$ cat config.mk
export PLATFORM = sky130hd
export DESIGN_NAME = dhpt_ram
export DESIGN_NICKNAME = d
export VERILOG_FILES = /design/src/sv/dhpt_ram.sv
export SDC_FILE = /design/constraint.sdc
export NUM_CORES = 2
export LEC_CHECK = 0
export BUFFER_PORTS_ARGS = -buffer_cell sky130_fd_sc_hd__clkbuf_2
export CAP_MARGIN = 20
export CORE_ASPECT_RATIO = 0.7
export CORE_UTILIZATION = 50
export DETAILED_ROUTE_END_ITERATION = 10
export GPL_TIMING_DRIVEN = 0
export MAX_ROUTING_LAYER = met4
export PLACE_DENSITY = 0.65
export SLEW_MARGIN = 40
export SYNTH_ARGS = -nofsm -noshare
export SYNTH_HDL_FRONTEND = slang
export SYNTH_SLANG_ARGS = --single-unit
$ cat constraint.sdc
create_clock -name clk -period 9.9 [get_ports clk]
set_input_delay 0.495 -clock clk [delete_from_list [all_inputs] [get_ports clk]]
set_output_delay 0.495 -clock clk [all_outputs]
set_load 0.05 [all_outputs]
$ cat src/sv/dhpt_ram.sv
// generic simple dual-port ram, one write and one registered read port
// no dependencies
module dhpt_ram #(
    parameter int WIDTH = 32,
    parameter int DEPTH = 64
) (
    input  logic                     clk,
    input  logic                     we,
    input  logic [$clog2(DEPTH)-1:0] waddr,
    input  logic [WIDTH-1:0]         wdata,
    input  logic [$clog2(DEPTH)-1:0] raddr,
    output logic [WIDTH-1:0]         rdata
);
    logic [WIDTH-1:0] mem [DEPTH];

    always_ff @(posedge clk)
    begin
        if (we)
        begin
            mem[waddr] <= wdata;
        end
        rdata <= mem[raddr];
    end
endmodule

**Word level (Yosys, flattened, before mapping)**

Memories as Yosys holds them, arrays and structs flattened. A register that Yosys moved wholly into a read port is not among the register bits.
Index checks and enable logic that the tools add are counted.

- Multiplexer cells: 2

Operators by type and width:

| cell | number |
|---|---|
| two-way mux 1 bit | 2 |

- Word-level logic and storage cells: 3
- Bits in registers: 0
- Output and inout bits: 32
- Memories kept: 1
- Bits of input ports: 46
- Bits in writable memories: 2048

Memory list:

| name | depth | bits a word | read ports | clocked after memory_dff | wr ports | line | text |
|---|---|---|---|---|---|---|---|
| mem | 64 | 32 | 1 | 1 | 1 | 14 | `logic [WIDTH-1:0] mem [DEPTH];` |

**Depth between registers and ports, before layout**

- Depth after elaboration: 2
- Mapped depth: 10

**Worst setup path after synthesis**

No wires, ideal clock.

- Path kind: input -> register
- Start: input waddr[3]
- End: memory mem[48][0], enable pin
- Setup time: 0.461 ns
- Path buffers: 1
- Setup slack: 6.245 ns
- Arrival: 3.194 ns
- Cell stages on the path: 4
- Cells stage by stage: clkbuf_1 -> nor2b_1 -> nand4b_1 -> nor3_1

RTL lines:

| element | line | text |
|---|---|---|
| start: declaration | 9 | `input logic [$clog2(DEPTH)-1:0] waddr,` |
| end: declaration | 14 |  |

No word-level cell before the write port.

==> impl_metrics.ini <==
[outcome]
status = finished clean

[logic_synthesis]
synth-seq-cells = 2080
synth_edf_count = 2048
synth.top_cell.area_share_pct = 78.3
synthFlopType = edfxtp_1
syn_avg_cell_area_um2 = 23.6
yosys_warnings = 0
synthDistinctLibCells = 34
synthesis.nets = 3370
yosys-top-cells-area = edfxtp_1 78%, mux4_2 16%, mux2i_1 1.2%
seq_area_frac_synth_pct = 79.1
syn_inst = 3324
async_flop_share_pct = 0
synth.cell_area_um2 = 78500
synth_top_area_cell = edfxtp_1

[floorplan]
die_area_um2 = 159000
initial_core_util_pct = 50.4
fp.coreArea_um2 = 156000
fp.dieH_um = 334
rows = 121
fp.dieW_um = 476
io_pins = 78

[timing]
hold_viol = 0
relSlewSlack_pct = 34.5
finalClockSkew_ns = 0.0325
timing.final.crit_share_pct = 38.9
min_period_ns = 3.85
holdWs_ns = 0.108
setup_tns_ns = 0
fmax_mhz = 260
rsz0062_at_grt = false
slew_viol_final = 0
tightestPinTransition_ns = 0.983
setup_viol = 0

[detailed_routing]
vias = 39800
first_pass_iters = 6
wl_per_cell_um = 38.7
detail-route-antenna-nets = 0
drt-total-wl_mm = 233
drtIter0Drc = 7105
viasPerCell = 6.62
drc_errors = 0

[finish]
post-route-util_pct = 59.0
drive_above_1_share_pct = 32.6
fin_area_um2 = 91900
area_growth_pct = 17.0
nets = 3823
mostFrequentLayoutCell = edfxtp_1
layout_common_cells = 2048 x edfxtp_1, 544 x mux4_2, 195 x clkbuf_16, 93 x mux2i_1, 87 x buf_8

[placed_design]
placement.io_buffers = 69
placed_area_um2 = 85900
dpl.hpwl_mm = 161
place_congestion = 0.970

[clock_network]
post-cts-setup-buffer-count = 0
clk_transition_reported_paths_ns = 0.06
cts_buffers = 186
cts_sinks = 2080
clk_path_buf_depth = 3
cts_tree = done
postCtsHoldBufs = 0
clkLatencyLatePin_ns = 0.83
root_buffer = clkbuf_16
cts_max_level = 4
ctsResizeCount = 0

[worst_setup_path]
end_kind = register
worstSetupStartpointType = input pin
path_common_cell = buf_2
cp_data_required_time_ns = 10.54
arrival_ns = 4.50
path_cells = clkbuf_1 > buf_2 > buf_2 > buf_2 > buf_2 > mux2i_1 > a21oi_1 > a21oi_1 > nor2_1
critical-path-slowest-cell = a21oi_1
criticalPathCategory = in -> reg
cp_slowest_stage_delay_ns = 0.81
critPathMaxFanout = 10

[grt]
grtUsageMet3_pct = 9.40
grt_max_degree = 65
track_usage_pct = 30.8
grt_use_met2_pct = 41.2
grt_busiest_layer = met1
antenna_found_initial = 14
grt_pass1_vias = 37700
grt_pass1_wl_mm = 316
use_met1_pct = 45.2
grt-ovfl-total = 0

[pwr]
finalPower_uw = 18000
power_density_nw_per_um2 = 196
p_leak_uw = 0.0289
peakVddDrop_v = 0.000204

[min_path]
hold_path_class = in -> reg

[run]
drv_cap = 0
[flip-flops by register name, summed over array words and instances, names as in the netlist]
name / cells
mem: 2048
rdata: 32
[routing by layer]
| metal | share of wire (%) | routed length, um |
|---|---|---|
| met1 | 39 | 91700 |
| met2 | 42 | 98900 |
| met3 | 15 | 33900 |
| met4 | 3.6 | 8350 |
| met5 | 0 | 0 |
[cells in the mapped netlist (all sizes together), types with 15 or more instances]
cell    count
edfxtp   2048
mux4      544
clkbuf     74
mux2i      93
a21oi      62
nor2b      15
o22ai      84
nand2      26
o221ai     27
buf       108
nor2      137
dfxtp      32
[kinds of logic (layout without fill, tap and decap cells)]
family,Yosys count,after routing,share of synthesized area [%]
compound gates,202,202,1.67
mux,637,637,16.8
buf+inv,182,782,1.13
other cells,0,6,0
flops,2080,2080,79.1
simple gates,223,223,1.27
[path summary, 6_finish.rpt]
kind                     from         end  slack (ns)  cells after the start
hold / removal       wdata[6]  mem[40][6]        0.11                      1
hold reg to reg   mem[13][20]   rdata[20]        0.92                      4
setup reg to reg  mem[47][13]   rdata[13]        7.36                      5
setup / recovery     raddr[2]   rdata[13]        6.05                      9
[critical path: cells and delay by family]
family                 cells  cell delay [ns]
AO/OA/AOI/OAI              2             1.10
buffers and inverters      5             2.33
multiplexers               1             0.33
AND/OR/NAND/NOR            1             0.19
[layout make-up]
class / count / area [um^2]
clock inverter: 99 / 773
multi-input combinational: 1062 / 16000
sequential: 2080 / 62100
clock buffer: 236 / 5120
fill: 10900 / 63700
tap: 2091 / 2620
antenna: 6 / 15.0
buffer: 182 / 945
timing repair buffer: 265 / 4290
[power breakdown]
part / internal [uW] / leakage [uW] / switching (uW)
combinational: 355 / 0.00734 / 783
clock: 3910 / 0.00291 / 3200
sequential: 9750 / 0.0187 / 20.0
total: 14000 / 0.0289 / 4000
[per-stage QoR]
step,setup WS (ns),std cells
3_5_place_dp,5.52,5677
3_3_place_gp,2.81,5484
5_1_grt,6.13,6019
2_1_floorplan,6.25,3324
4_1_cts,6.36,6012
6_report,6.05,6021
(Power assumes the default switching activity.)
