## src/sv/dhpt_pkg.sv

```systemverilog
// shared constants and types of the double-hashed page table
// no dependencies
package dhpt_pkg;
    localparam int MAX_SLOTS      = 64;
    localparam int SLOT_W         = $clog2(MAX_SLOTS);
    localparam int MAX_PAGE_WORDS = 64;
    localparam int WORD_W         = $clog2(MAX_PAGE_WORDS);
    localparam int DATA_WIDTH     = 32;
    localparam int PID_W          = 31;
    localparam int CNT_W          = 7;
    localparam int PAGE_ADDR_W    = SLOT_W + WORD_W;
    localparam int PAGE_DEPTH     = MAX_SLOTS * MAX_PAGE_WORDS;
    localparam int ENTRY_W        = PID_W + SLOT_W;

    typedef enum logic [2:0] {
        MODE_INSERT = 3'd0,
        MODE_LOOKUP = 3'd1,
        MODE_WRITE  = 3'd2,
        MODE_READ   = 3'd3,
        MODE_DELETE = 3'd4
    } mode_t;

    typedef enum logic [0:0] {
        REG_SLOT_COUNT  = 1'b0,
        REG_PAGE_LENGTH = 1'b1
    } reg_idx_t;
endpackage

```

## src/sv/dhpt_div.sv

```systemverilog
// restoring divider, one quotient bit per cycle, pid-wide dividend by slot count
// depends on dhpt_pkg
module dhpt_div
    import dhpt_pkg::*;
(
    input  logic             clk,
    input  logic             rst_n,
    input  logic             start,
    input  logic [PID_W-1:0] dividend,
    input  logic [CNT_W-1:0] divisor,
    output logic             done,
    output logic [PID_W-1:0] quotient,
    output logic [CNT_W-1:0] remainder
);
    logic             run_reg;
    logic [4:0]       cnt_reg;
    logic [PID_W-1:0] quo_reg;
    logic [CNT_W-1:0] rem_reg;
    logic [CNT_W-1:0] dvs_reg;
    logic             done_reg;
    logic [CNT_W:0]   trial;
    logic             fits;

    assign trial = {rem_reg, quo_reg[PID_W-1]};
    assign fits  = trial >= {1'b0, dvs_reg};

    always_ff @(posedge clk or negedge rst_n)
    begin
        if (!rst_n)
        begin
            run_reg  <= 1'b0;
            done_reg <= 1'b0;
            cnt_reg  <= '0;
        end
        else
        begin
            done_reg <= 1'b0;
            if (start)
            begin
                run_reg <= 1'b1;
                cnt_reg <= 5'(PID_W - 1);
                quo_reg <= dividend;
                rem_reg <= '0;
                dvs_reg <= divisor;
            end
            else if (run_reg)
            begin
                quo_reg <= {quo_reg[PID_W-2:0], fits};
                rem_reg <= fits ? CNT_W'(trial - {1'b0, dvs_reg}) : trial[CNT_W-1:0];
                if (cnt_reg == '0)
                begin
                    run_reg  <= 1'b0;
                    done_reg <= 1'b1;
                end
                else
                begin
                    cnt_reg <= cnt_reg - 5'd1;
                end
            end
        end
    end

    assign done      = done_reg;
    assign quotient  = quo_reg;
    assign remainder = rem_reg;
endmodule

```

## config.mk

```make
export PLATFORM = sky130hd
export DESIGN_NAME = dhpt_div
export DESIGN_NICKNAME = d
export VERILOG_FILES = /design/src/sv/dhpt_pkg.sv /design/src/sv/dhpt_div.sv
export SDC_FILE = /design/constraint.sdc
export NUM_CORES = 1
export LEC_CHECK = 0
export BUFFER_PORTS_ARGS = -buffer_cell sky130_fd_sc_hd__buf_2
export CAP_MARGIN = 40
export CORE_ASPECT_RATIO = 0.5
export CORE_MARGIN = 3
export CORE_UTILIZATION = 46
export DETAILED_ROUTE_END_ITERATION = 7
export PLACE_DENSITY_LB_ADDON = 0.2
export SKIP_LAST_GASP = 1
export SYNTH_ARGS = -nofsm -noshare
export SYNTH_HDL_FRONTEND = slang
export SYNTH_SLANG_ARGS = --single-unit
export TNS_END_PERCENT = 30
```

## constraint.sdc

```tcl
create_clock -name clk -period 2.1 [get_ports clk]
set_input_delay 0.105 -clock clk [delete_from_list [all_inputs] [get_ports clk]]
set_output_delay 0.105 -clock clk [all_outputs]
set_load 0.005 [all_outputs]
```

Word-level counts from Yosys, hierarchy flattened

Index checks and enable logic that the tools add are counted.

$add $sub $neg: 2
Order comparisons: 1
Eq/ne operators: 1
Mux-type cells: 13
Reductions and logical operators: 5

Operators by type and width:

| cell                | number |
|---|---|
| $mux 31             | 2 |
| $mux 5              | 3 |
| $mux 7              | 2 |
| $ge 8x7->1          | 1 |
| $sub 7x7->7         | 1 |
| $mux 1              | 6 |
| $reduce_and 2->1    | 3 |
| $logic_not 5->1     | 1 |
| $sub 5x1->5 const B | 1 |
| $ne 2x2->1 const B  | 1 |
| $reduce_bool 2->1   | 1 |

Register bits: 52
Word-level logic and storage cells: 28

Longest topological paths before layout

Gate-level depths: netlist of run 1.

Depth in word-level cells: 4
Mapped depth: 8
Mapped depth without buffers: 8

Least setup slack after synthesis of run 1

OpenSTA, ideal clock, no wires.

Path type: register to register
Start point: reg quo_reg[30], in the netlist quotient[30]
End point: reg rem_reg[3], in the netlist remainder[3], data pin
Setup time: 170 ps
Data arrival time: 2107 ps
Required time: 1930 ps
Path slack: -177 ps
Cell stages (with the launch flop): 9
Buffers on the path: 0
Clock period less this slack: 2277 ps
Cells stage by stage: edfxtp_1 inv_1 ha_1 fa_1 nand2b_1 a211oi_2 nor3_2 or3_1 a311oi_2

Word-level cells in the longest chain between the ends: 3

Ends and longest elaborated chain:

| element                                   | line                           | RTL |
|---|---|---|
| from (decl)                               | dhpt_div.sv:17                 | `logic [PID_W-1:0] quo_reg;` |
| from (signal assigned)                    | dhpt_div.sv:42                 | `quo_reg <= dividend;` |
| from (signal assigned)                    | dhpt_div.sv:48                 | `quo_reg <= {quo_reg[PID_W-2:0], fits};` |
| $sub 7x7->7 or $ge 8x7->1 (tied branches) | dhpt_div.sv:49, dhpt_div.sv:25 |  |
| $mux 7 *                                  | dhpt_div.sv:49                 | `rem_reg <= fits ? CNT_W'(trial - {1'b0, dvs_reg}) : trial[CNT_W-1:0];` |
| $mux 7 *                                  | dhpt_div.sv:46                 | `else if (run_reg)` |
| to (signal assigned)                      | dhpt_div.sv:49                 |  |
| to (decl)                                 | dhpt_div.sv:18                 | `logic [CNT_W-1:0] rem_reg;` |

Every way passes the cells marked *; elsewhere a longest branch is shown, timed or not.
A chain may end at the register's enable or synchronous reset.

Final worst setup path of run 1

Same ends and word-level chain as after synthesis.

==> flow_summary.yaml, run 1 <==
setup_path:
  crit_end: "remainder[3]"
  start_kind: "register"
  arrival_ns: 2.41
  ff2ff_path_depth: 8
  r2r_end: "remainder[3]"
  startpoint: "quotient[30]"
  cp_max_fo: 6
  path_depth: 8
  end_kind: "register"
  reg2reg_setup_slack_ns: -0.17
  worstPathCellList: "inv_1 -> ha_2 -> fa_2 -> nand2b_4 -> a211oi_4 -> nor3_4 -> or3_1 -> a311oi_2"
  crit_buf_inv: 1
  path_class: "register to register"
  required_ns: 2.23
  cpPeakStageDelay_ns: 0.36
  critical_path.top_delay_family: "simple AND/OR/NAND/NOR gates"
  r2r-start: "quotient[30]"
  slowest_stage: "edfxtp_1"
synth:
  yosys.area_share.xor_xnor: 0.01358
  synth_compound_area_frac: 0.07226
  seq_area_frac_synth: 0.5917
  yosys.cell_types.count: 40
  syn_inst: 192
  synth_fa_ha_area_frac: 0.05141
  syn_area_um2: 2580
  synthesis.nets: 243
  synth_area_leaders: "edfxtp_1 (52%), mux2_2 (14%), dfrtp_1 (6.8%), ha_1 (4.4%), nor2_1 (2.5%)"
  synth_top_cell_by_area: "edfxtp_1"
  synth_simple_gate_area_frac: 0.09990
  synth_top_area_share: 0.5238
  synth_top_family_by_area: "multiplexers"
  avgSynthCellArea_um2: 13.44
  synth.ff_latch_count: 52
  synth_warnings: 0
  synth.area.mux_share: 0.1435
placement:
  hpwlAfterDp_um: 4066
  port_buffers: 79
  place.gp.congestion: 0.9188
timing:
  layout_setup_ws_ns: -0.1737
  rsz0062_at_grt: "yes"
  hold_viol: 0
  setup_viol_count_final: 8
  fmax_mhz: 439.8
  tightest_slew_ns: 0.4793
  final.period_utilization: 1.083
  period_minus_slack_ns: 2.274
  slew_headroom: 0.6771
  setup_tns_ns: -0.8936
  slew_violations: 0
  clock_skew_ns: 0.006819
layout:
  final_common_cell: "buf_2"
  post_route_cells_drive_above_1_share: 0.5241
  largest_reg_flops: 31
  areaGrowthSynthToFinish_pct: 36.91
  mostFrequentLayoutCells: "buf_2 (79), edfxtp_1 (45), mux2_2 (32)"
  antenna_cells: 0
  utilization: 0.6849
  layout.nets: 361
clock_tree:
  numCtsBuffers: 5
  cts-root-buf: "clkbuf_8"
  cts.clk_slew.worst_paths_ns: 0.10
  max-clock-path-buffers: 2
  cts.sinks: 52
  insertion_delay_ns: 0.31
  htreeDepth: 2
  cts_tree: "built"
floorplan:
  die_area_um2: 6598
  start_util: 0.5002
  std_cell_rows: 18
  io_pins: 80
  die_height_um: 58.96
  core_area_um2: 5157
  die_x_um: 111.9
routing:
  final_antenna_net_count: 0
  drt_iter0_markers: 80
  viasPerCell: 5.131
  wl_per_cell_um: 15.02
  drc: 0
  drt_first_pass_iters: 4
  via_count: 1955
  routed_wl_um: 5722
pwr:
  sw_frac_of_total: 0.2508
  ir_worst_vdd_v: 0.0004746
  power_frac_comb: 0.241
  p_switching_uw: 692.4
  clockPowerShare: 0.300
  power_density_nw_per_um2: 781.7
  seqPwrFrac: 0.459
  total_leakage_power_nw: 1.503
  power.internal_mw: 2.069
worst_hold_path:
  hold_class: "input pin to register"
global_routing:
  gr-usage-all-layers: 0.1805
  grt_overflow: 0
  antenna_found_initial: 0
  grt_pass1_vias: 2018
  grt_max_degree: 32
  grt_pass1_wl_um: 9370
outcome:
  status: "finished with violations"
  violations: "negative setup slack"
flow_run:
  drv_cap: 0
cell type report:
cell class	count	area [µm²]
fillers	395	1625
flip-flops and latches	52	1526
multi-input cells	121	1027
repair buffers	118	708.2
well taps	70	87.58
clock buffers	5	68.82
clock inverters	3	68.82
inverters	12	45.04
what timing repair did:
action,4_1_cts,5_1_grt
setup buffers,3,1
hold buffers,8,0
resized for setup,3,1
setup endpoints to repair,8,8
pin swaps,4,0
hold endpoints to repair,14,0
power by group through the flow:
stage	combinational (mW)	sequential [mW]	clock (mW)
detailed placement	0.619	1.29	0
floorplan	0.330	1.30	0
CTS	0.659	1.27	0.843
global route	0.730	1.28	0.881
finish	0.664	1.27	0.829
global placement	0.600	1.29	0
worst reg2reg max path, cell delays in order (launching register included):
cell	delay, ns
edfxtp_1	0.36
inv_1	0.05
ha_2	0.19
fa_2	0.35
nand2b_4	0.18
a211oi_4	0.28
nor3_4	0.09
or3_1	0.34
a311oi_2	0.28
synth_stat cells (all sizes together):
| library cell | n |
|---|---|
| a311oi | 4 |
| mux2i | 1 |
| a21boi | 1 |
| a221oi | 1 |
| ha | 9 |
| nand4b | 1 |
| or4b | 1 |
| nor2 | 17 |
| edfxtp | 45 |
| nor2b | 1 |
| nand2 | 6 |
| clkbuf | 4 |
| buf | 3 |
| o21a | 1 |
| nor3 | 2 |
| o311ai | 1 |
| xnor2 | 2 |
| nand3 | 4 |
| fa | 1 |
| a211o | 1 |
| mux2 | 32 |
| or4 | 2 |
| or3 | 2 |
| inv | 12 |
| a211oi | 3 |
| a31oi | 3 |
| dfrtp | 7 |
| nor3b | 2 |
| nor4 | 1 |
| nand2b | 6 |
| nand4 | 2 |
| o21ai | 3 |
| a21oi | 5 |
| a31o | 2 |
| or2 | 1 |
| xor2 | 2 |
| and2 | 1 |
worst min path at each step:
stage                               to  slack [ns]          from  cells after the start
after floorplan             cnt_reg[0]       -0.19         rst_n                      0
after global placement      cnt_reg[1]       -0.06         rst_n                      1
after detailed placement    cnt_reg[1]       -0.07         rst_n                      1
after CTS                 quotient[24]        0.08  dividend[24]                      2
after global routing      quotient[24]        0.08  dividend[24]                      2
final                     quotient[24]        0.09  dividend[24]                      2
metal layers:
| layer | global-route usage | part of all wire | vias to the layer above |
|---|---|---|---|
| li1 | - | - | 965 |
| met1 | 0.2269 | 0.45 | 924 |
| met2 | 0.3237 | 0.49 | 64 |
| met3 | 0.04723 | 0.057 | 2 |
| met4 | 0.03466 | 0.0042 | 0 |
| met5 | 0 | 0 | - |
cells by family (layout without fill, tap and decap cells):
kind of cell | after synthesis | after routing
muxes | 33 | 33
buffers and inverters | 19 | 138
xor gates and xnor gates | 4 | 4
DFF | 52 | 52
AOI/OAI and AO/OA | 25 | 25
and+or+nand+nor | 49 | 49
adders and majority gates | 10 | 10
metrics by stage:
step / std cells / hold WS (ns) / power, mW / cell area, µm² / setup slack (ns)
floorplan: 192 / -0.1906 / 1.627 / 2606 / -0.06979
global placement: 361 / -0.06499 / 1.887 / 3266 / -0.05682
detailed placement: 361 / -0.06777 / 1.909 / 3266 / -0.1362
CTS: 380 / 0.08007 / 2.771 / 3522 / -0.1715
global route: 381 / 0.08230 / 2.892 / 3532 / -0.2634
finish: 381 / 0.09132 / 2.761 / 3532 / -0.1737
(Power assumes the default switching activity.)
==> run 2, diff against run 1 <==
--- a/config.mk
+++ b/config.mk
@@ -8,7 +8,6 @@
 export BUFFER_PORTS_ARGS = -buffer_cell sky130_fd_sc_hd__buf_2
 export CAP_MARGIN = 40
 export CORE_ASPECT_RATIO = 0.5
-export CORE_MARGIN = 3
 export CORE_UTILIZATION = 46
 export DETAILED_ROUTE_END_ITERATION = 7
 export PLACE_DENSITY_LB_ADDON = 0.2
==> run 2 against run 1 <==
  * The flow still finishes with violations (negative setup slack)
  * Worst setup slack better by 0.068 ns
  * Core utilization is 2.3 points lower
  * Global-route usage rose by 1.2 points
  * Combinational power is 8.7% lower
  * Sequential share of layout area up 1.5 points
  * Clock skew is 0.0070 ns higher
  * Worst hold slack got worse by 0.0045 ns
  * Final area decreased by 3.4%
  * Routed wire length fell by 8.0%
==> flow_summary.yaml, run 2 (synthesized netlist as in run 1, its figures left out) <==
outcome:
  status: "finished with violations"
  violations: "negative setup slack"
routing:
  wl_per_cell_um: 14.26
  routed_wl_um: 5262
  final_antenna_net_count: 0
  viasPerCell: 5.133
  drt_first_pass_iters: 4
  via_count: 1894
  drt_iter0_markers: 45
  drc: 0
timing:
  period_minus_slack_ns: 2.205
  slew_headroom: 0.5675
  slew_violations: 0
  setup_viol_count_final: 7
  hold_viol: 0
  fmax_mhz: 453.4
  tightest_slew_ns: 0.6487
  final.period_utilization: 1.050
  setup_tns_ns: -0.3881
  layout_setup_ws_ns: -0.1054
  clock_skew_ns: 0.01377
  rsz0062_at_grt: "yes"
setup_path:
  start_kind: "register"
  required_ns: 2.23
  ff2ff_path_depth: 7
  critical_path.top_delay_family: "simple AND/OR/NAND/NOR gates"
  slowest_stage: "edfxtp_1"
  crit_buf_inv: 0
  cpPeakStageDelay_ns: 0.38
  worstPathCellList: "ha_2 -> fa_2 -> nand2b_4 -> a211oi_4 -> nor3_4 -> or3_1 -> a311oi_2"
  cp_max_fo: 7
  path_class: "register to register"
  path_depth: 7
  arrival_ns: 2.34
  end_kind: "register"
layout:
  mostFrequentLayoutCells: "buf_2 (79), edfxtp_1 (45), mux2_2 (32)"
  largest_reg_flops: 31
  post_route_cells_drive_above_1_share: 0.4983
  areaGrowthSynthToFinish_pct: 32.25
  num-fill-cells: 409
  final_area_um2: 3412
  antenna_cells: 0
  final_common_cell: "buf_2"
  layout.nets: 349
floorplan:
  io_pins: 80
  die_area_um2: 5930
  die_x_um: 107.9
  core_area_um2: 5157
  die_height_um: 54.96
  std_cell_rows: 18
  start_util: 0.5002
clock_tree:
  numCtsBuffers: 5
  max-clock-path-buffers: 2
  cts.clk_slew.worst_paths_ns: 0.11
  post_cts_buffers: 0
  cts_tree: "built"
  cts.sinks: 52
  insertion_delay_ns: 0.31
  htreeDepth: 2
  cts-root-buf: "clkbuf_8"
global_routing:
  grt_overflow: 0
  antenna_found_initial: 0
  grt_pass1_vias: 1852
  grt_max_degree: 33
  gr-usage-all-layers: 0.1928
  grt_pass1_wl_um: 8383
placement:
  place.gp.congestion: 0.9140
  port_buffers: 79
  hpwlAfterDp_um: 3799
  placed_cell_area_um2: 3231
pwr:
  power_mw: 2.456
  ir_worst_vdd_v: 0.0003497
  total_leakage_power_nw: 1.432
  power_density_nw_per_um2: 719.7
flow_run:
  drv_cap: 0
worst_hold_path:
  min_path_cells: 2
  hold_class: "input pin to register"
## run 2: per-stage QoR
step | cells | setup slack [ns] | utilization | hold slack (ns)
finish | 369 | -0.1054 | 0.6616 | 0.08686
global route | 369 | -0.2250 | 0.6616 | 0.07580
CTS | 369 | -0.1016 | 0.6616 | 0.08244
detailed placement | 353 | -0.1260 | 0.6264 | 0.03689
global placement | 353 | -0.06501 | 0.6264 | 0.03635
floorplan | 192 | -0.06979 | - | -0.1906
## run 2: repair_timing
action                                 in CTS  in global routing
setup endpoints to repair                   8                  8
resized for setup                           2                  0
cloned                                      0                  0
endpoints found under the hold margin      14                  0
pin swaps                                   3                  0
hold buffers                                8                  0
## run 2: worst paths after layout
kind                         startpoint      endpoint  slack [ns]
setup / recovery             dvs_reg[0]  remainder[3]       -0.11
hold / removal             dividend[25]  quotient[25]        0.09
setup reg to reg             dvs_reg[0]  remainder[3]       -0.11
hold reg to reg              cnt_reg[1]    cnt_reg[1]        0.52
max in group asynchronous         rst_n    cnt_reg[3]        1.59
min in group asynchronous         rst_n    cnt_reg[1]        0.23
## run 2: final cells by class
type	count	area, µm²	area share
tap	70	87.58	0.02567
inverter	12	45.04	0.01320
clock buffer	5	68.82	0.02017
sequential	52	1526	0.4474
multi-input combinational	121	1018	0.2985
clock inverter	3	22.52	0.006601
timing repair buffer	106	643.1	0.1885
## run 2: where the power goes
part / internal, mW / switching [mW]
clock network: 0.240 / 0.345
logic: 0.324 / 0.282
registers: 1.23 / 0.0408
## run 2: layer usage
| layer | GRT usage | part of all wire |
|---|---|---|
| met1 | 0.2347 | 0.45 |
| met3 | 0.05386 | 0.052 |
| met2 | 0.3408 | 0.48 |
| met5 | 0 | 0 |
| met4 | 0.06849 | 0.018 |
## run 2: worst register-to-register path, cell delays in order (launching register included)
cell and delay, ns:
edfxtp_1 0.38, ha_2 0.21, fa_2 0.34, nand2b_4 0.17
a211oi_4 0.26, nor3_4 0.10, or3_1 0.34, a311oi_2 0.24
==> run 3, diff against run 2 <==
--- a/config.mk
+++ b/config.mk
@@ -8,7 +8,7 @@
 export BUFFER_PORTS_ARGS = -buffer_cell sky130_fd_sc_hd__buf_2
 export CAP_MARGIN = 40
 export CORE_ASPECT_RATIO = 0.5
-export CORE_UTILIZATION = 46
+export CORE_UTILIZATION = 33
 export DETAILED_ROUTE_END_ITERATION = 7
 export PLACE_DENSITY_LB_ADDON = 0.2
 export SKIP_LAST_GASP = 1
==> run 3 against run 2 <==
  * The run still ends with negative setup slack left
  * Cell count rose by 13%
  * Sequential share of layout area fell by 2.6 points
  * Critical path depth rose by 1
  * Total power rose by 15%
  * Clock skew fell by 0.010 ns
  * First-iteration DRC count fell by 13%
  * Combinational power rose by 7.3%
  * Global-route usage fell by 4.3 points
  * Final area rose by 6.2%
  * Routed wire length rose by 7.0%
  * Clock power rose by 57%
  * Register-to-register slack improved by 0.04 ns
  * Critical path type unchanged
==> flow_summary.yaml, run 3 (synthesized netlist as in run 1, its figures left out) <==
global_routing:
  grt_max_degree: 32
  gr-usage-all-layers: 0.1496
  grt_pass1_wl_um: 9280
  grt_pass1_vias: 1910
  antenna_found_initial: 0
  grt_overflow: 0
clock_tree:
  max-clock-path-buffers: 2
  insertion_delay_ns: 0.29
  cts.clk_slew.worst_paths_ns: 0.07
  htreeDepth: 2
  cts.sinks: 52
  numCtsBuffers: 5
  cts_tree: "built"
  cts-root-buf: "clkbuf_16"
timing:
  layout_setup_ws_ns: -0.06659
  fmax_mhz: 461.6
  setup_viol_count_final: 6
  worst_hold_slack_ns: 0.1068
  setup_tns_ns: -0.2077
  slew_violations: 0
  slew_headroom: 0.6881
  hold_viol: 0
  final.period_utilization: 1.032
  period_minus_slack_ns: 2.167
  tightest_slew_ns: 0.4630
  clock_skew_ns: 0.003725
  rsz0062_at_grt: "yes"
layout:
  areaGrowthSynthToFinish_pct: 40.40
  final_common_cell: "buf_2"
  largest_reg_flops: 31
  mostFrequentLayoutCells: "buf_2 (79), edfxtp_1 (45), mux2_2 (32)"
  layout.nets: 358
  antenna_cells: 0
  post_route_cells_drive_above_1_share: 0.5260
  fin_cells: 416
routing:
  drt_first_pass_iters: 4
  final_antenna_net_count: 0
  drt_iter0_markers: 39
  wl_per_cell_um: 13.53
  viasPerCell: 4.625
  via_count: 1924
  drc: 0
  routed_wl_um: 5628
setup_path:
  crit_end: "remainder[3]"
  r2r-start: "quotient[30]"
  start_kind: "register"
  reg2reg_setup_slack_ns: -0.07
  cp_max_fo: 6
  path_class: "register to register"
  ff2ff_path_depth: 8
  required_ns: 2.23
  r2r_end: "remainder[3]"
  arrival_ns: 2.29
  startpoint: "quotient[30]"
  end_kind: "register"
flow_run:
  drv_cap: 0
placement:
  hpwlAfterDp_um: 4097
  place.gp.congestion: 0.8689
  dp_cells: 396
  port_buffers: 79
outcome:
  status: "finished with violations"
  violations: "negative setup slack"
pwr:
  total_leakage_power_nw: 1.502
  ir_worst_vdd_v: 0.0002917
  power_density_nw_per_um2: 782.8
  power_mw: 2.835
floorplan:
  die_area_um2: 8197
  core_area_um2: 7460
  start_util: 0.3459
  die_height_um: 64.52
  die_x_um: 127.0
  io_pins: 80
  std_cell_rows: 22
worst_hold_path:
  min_path_cells: 2
  hold_class: "input pin to register"
run 3: cell count changes in the layout (fill, tap and decap cells not counted), sizes merged:
cell,change
clkbuf,+1
buf,+9
bufinv,+1
clkinv,-1
inv,-1
run 3: worst min path at each step:
| stage | startpoint | endpoint | slack, ns |
|---|---|---|---|
| 2_1_floorplan | rst_n | cnt_reg[0] | -0.19 |
| 3_3_place_gp | rst_n | run_reg | 0.16 |
| 3_5_place_dp | rst_n | cnt_reg[3] | 0.15 |
| 4_1_cts | dividend[11] | quotient[11] | 0.09 |
| 5_1_grt | dividend[13] | quotient[13] | 0.10 |
| 6_report | dividend[11] | quotient[11] | 0.11 |
run 3: repair_timing:
item | in CTS | in global routing
pin swaps | 2 | 0
hold endpoints to repair | 14 | 0
hold buffers | 8 | 0
gates resized for setup | 2 | 6
setup endpoints to repair | 7 | 8
buffers inserted | 3 | 1
run 3: area by class of cell:
cell class	count	area (µm²)
clock buffers	6	128.9
clock inverters	2	35.03
fillers	699	3837
inverters	12	45.04
multi-input cells	121	1054
flip-flops and latches	52	1526
well taps	108	135.1
repair buffers	115	698.2
run 3: where the power goes:
| group | internal (mW) | switching, mW |
|---|---|---|
| combinational | 0.354 | 0.296 |
| clock | 0.561 | 0.355 |
| sequential | 1.23 | 0.0428 |
| total | 2.14 | 0.694 |
run 3: through the flow:
stage	worst slack (ns)	area [µm²]	util
CTS	-0.05347	3577	0.4795
floorplan	-0.06979	2606	-
global route	-0.1756	3622	0.4856
finish	-0.06659	3622	0.4856
global placement	-0.07014	3303	0.4428
detailed placement	-0.1025	3303	0.4428
run 3: critical path, stage by stage (launching register included):
cell	delay, ns
edfxtp_1	0.35
inv_1	0.05
ha_2	0.19
fa_2	0.34
nand2b_4	0.17
a211oi_4	0.25
nor3_4	0.09
or3_1	0.34
a311oi_2	0.23
run 3: per-layer routing:
metal / vias to the layer above / global-route usage / routed length [µm]
met2: 43 / 0.2493 / 2727
met4: 0 / 0.06696 / 114
met3: 10 / 0.04542 / 268
li1: 955 / - / -
met1: 916 / 0.1807 / 2518
met5: - / 0 / 0
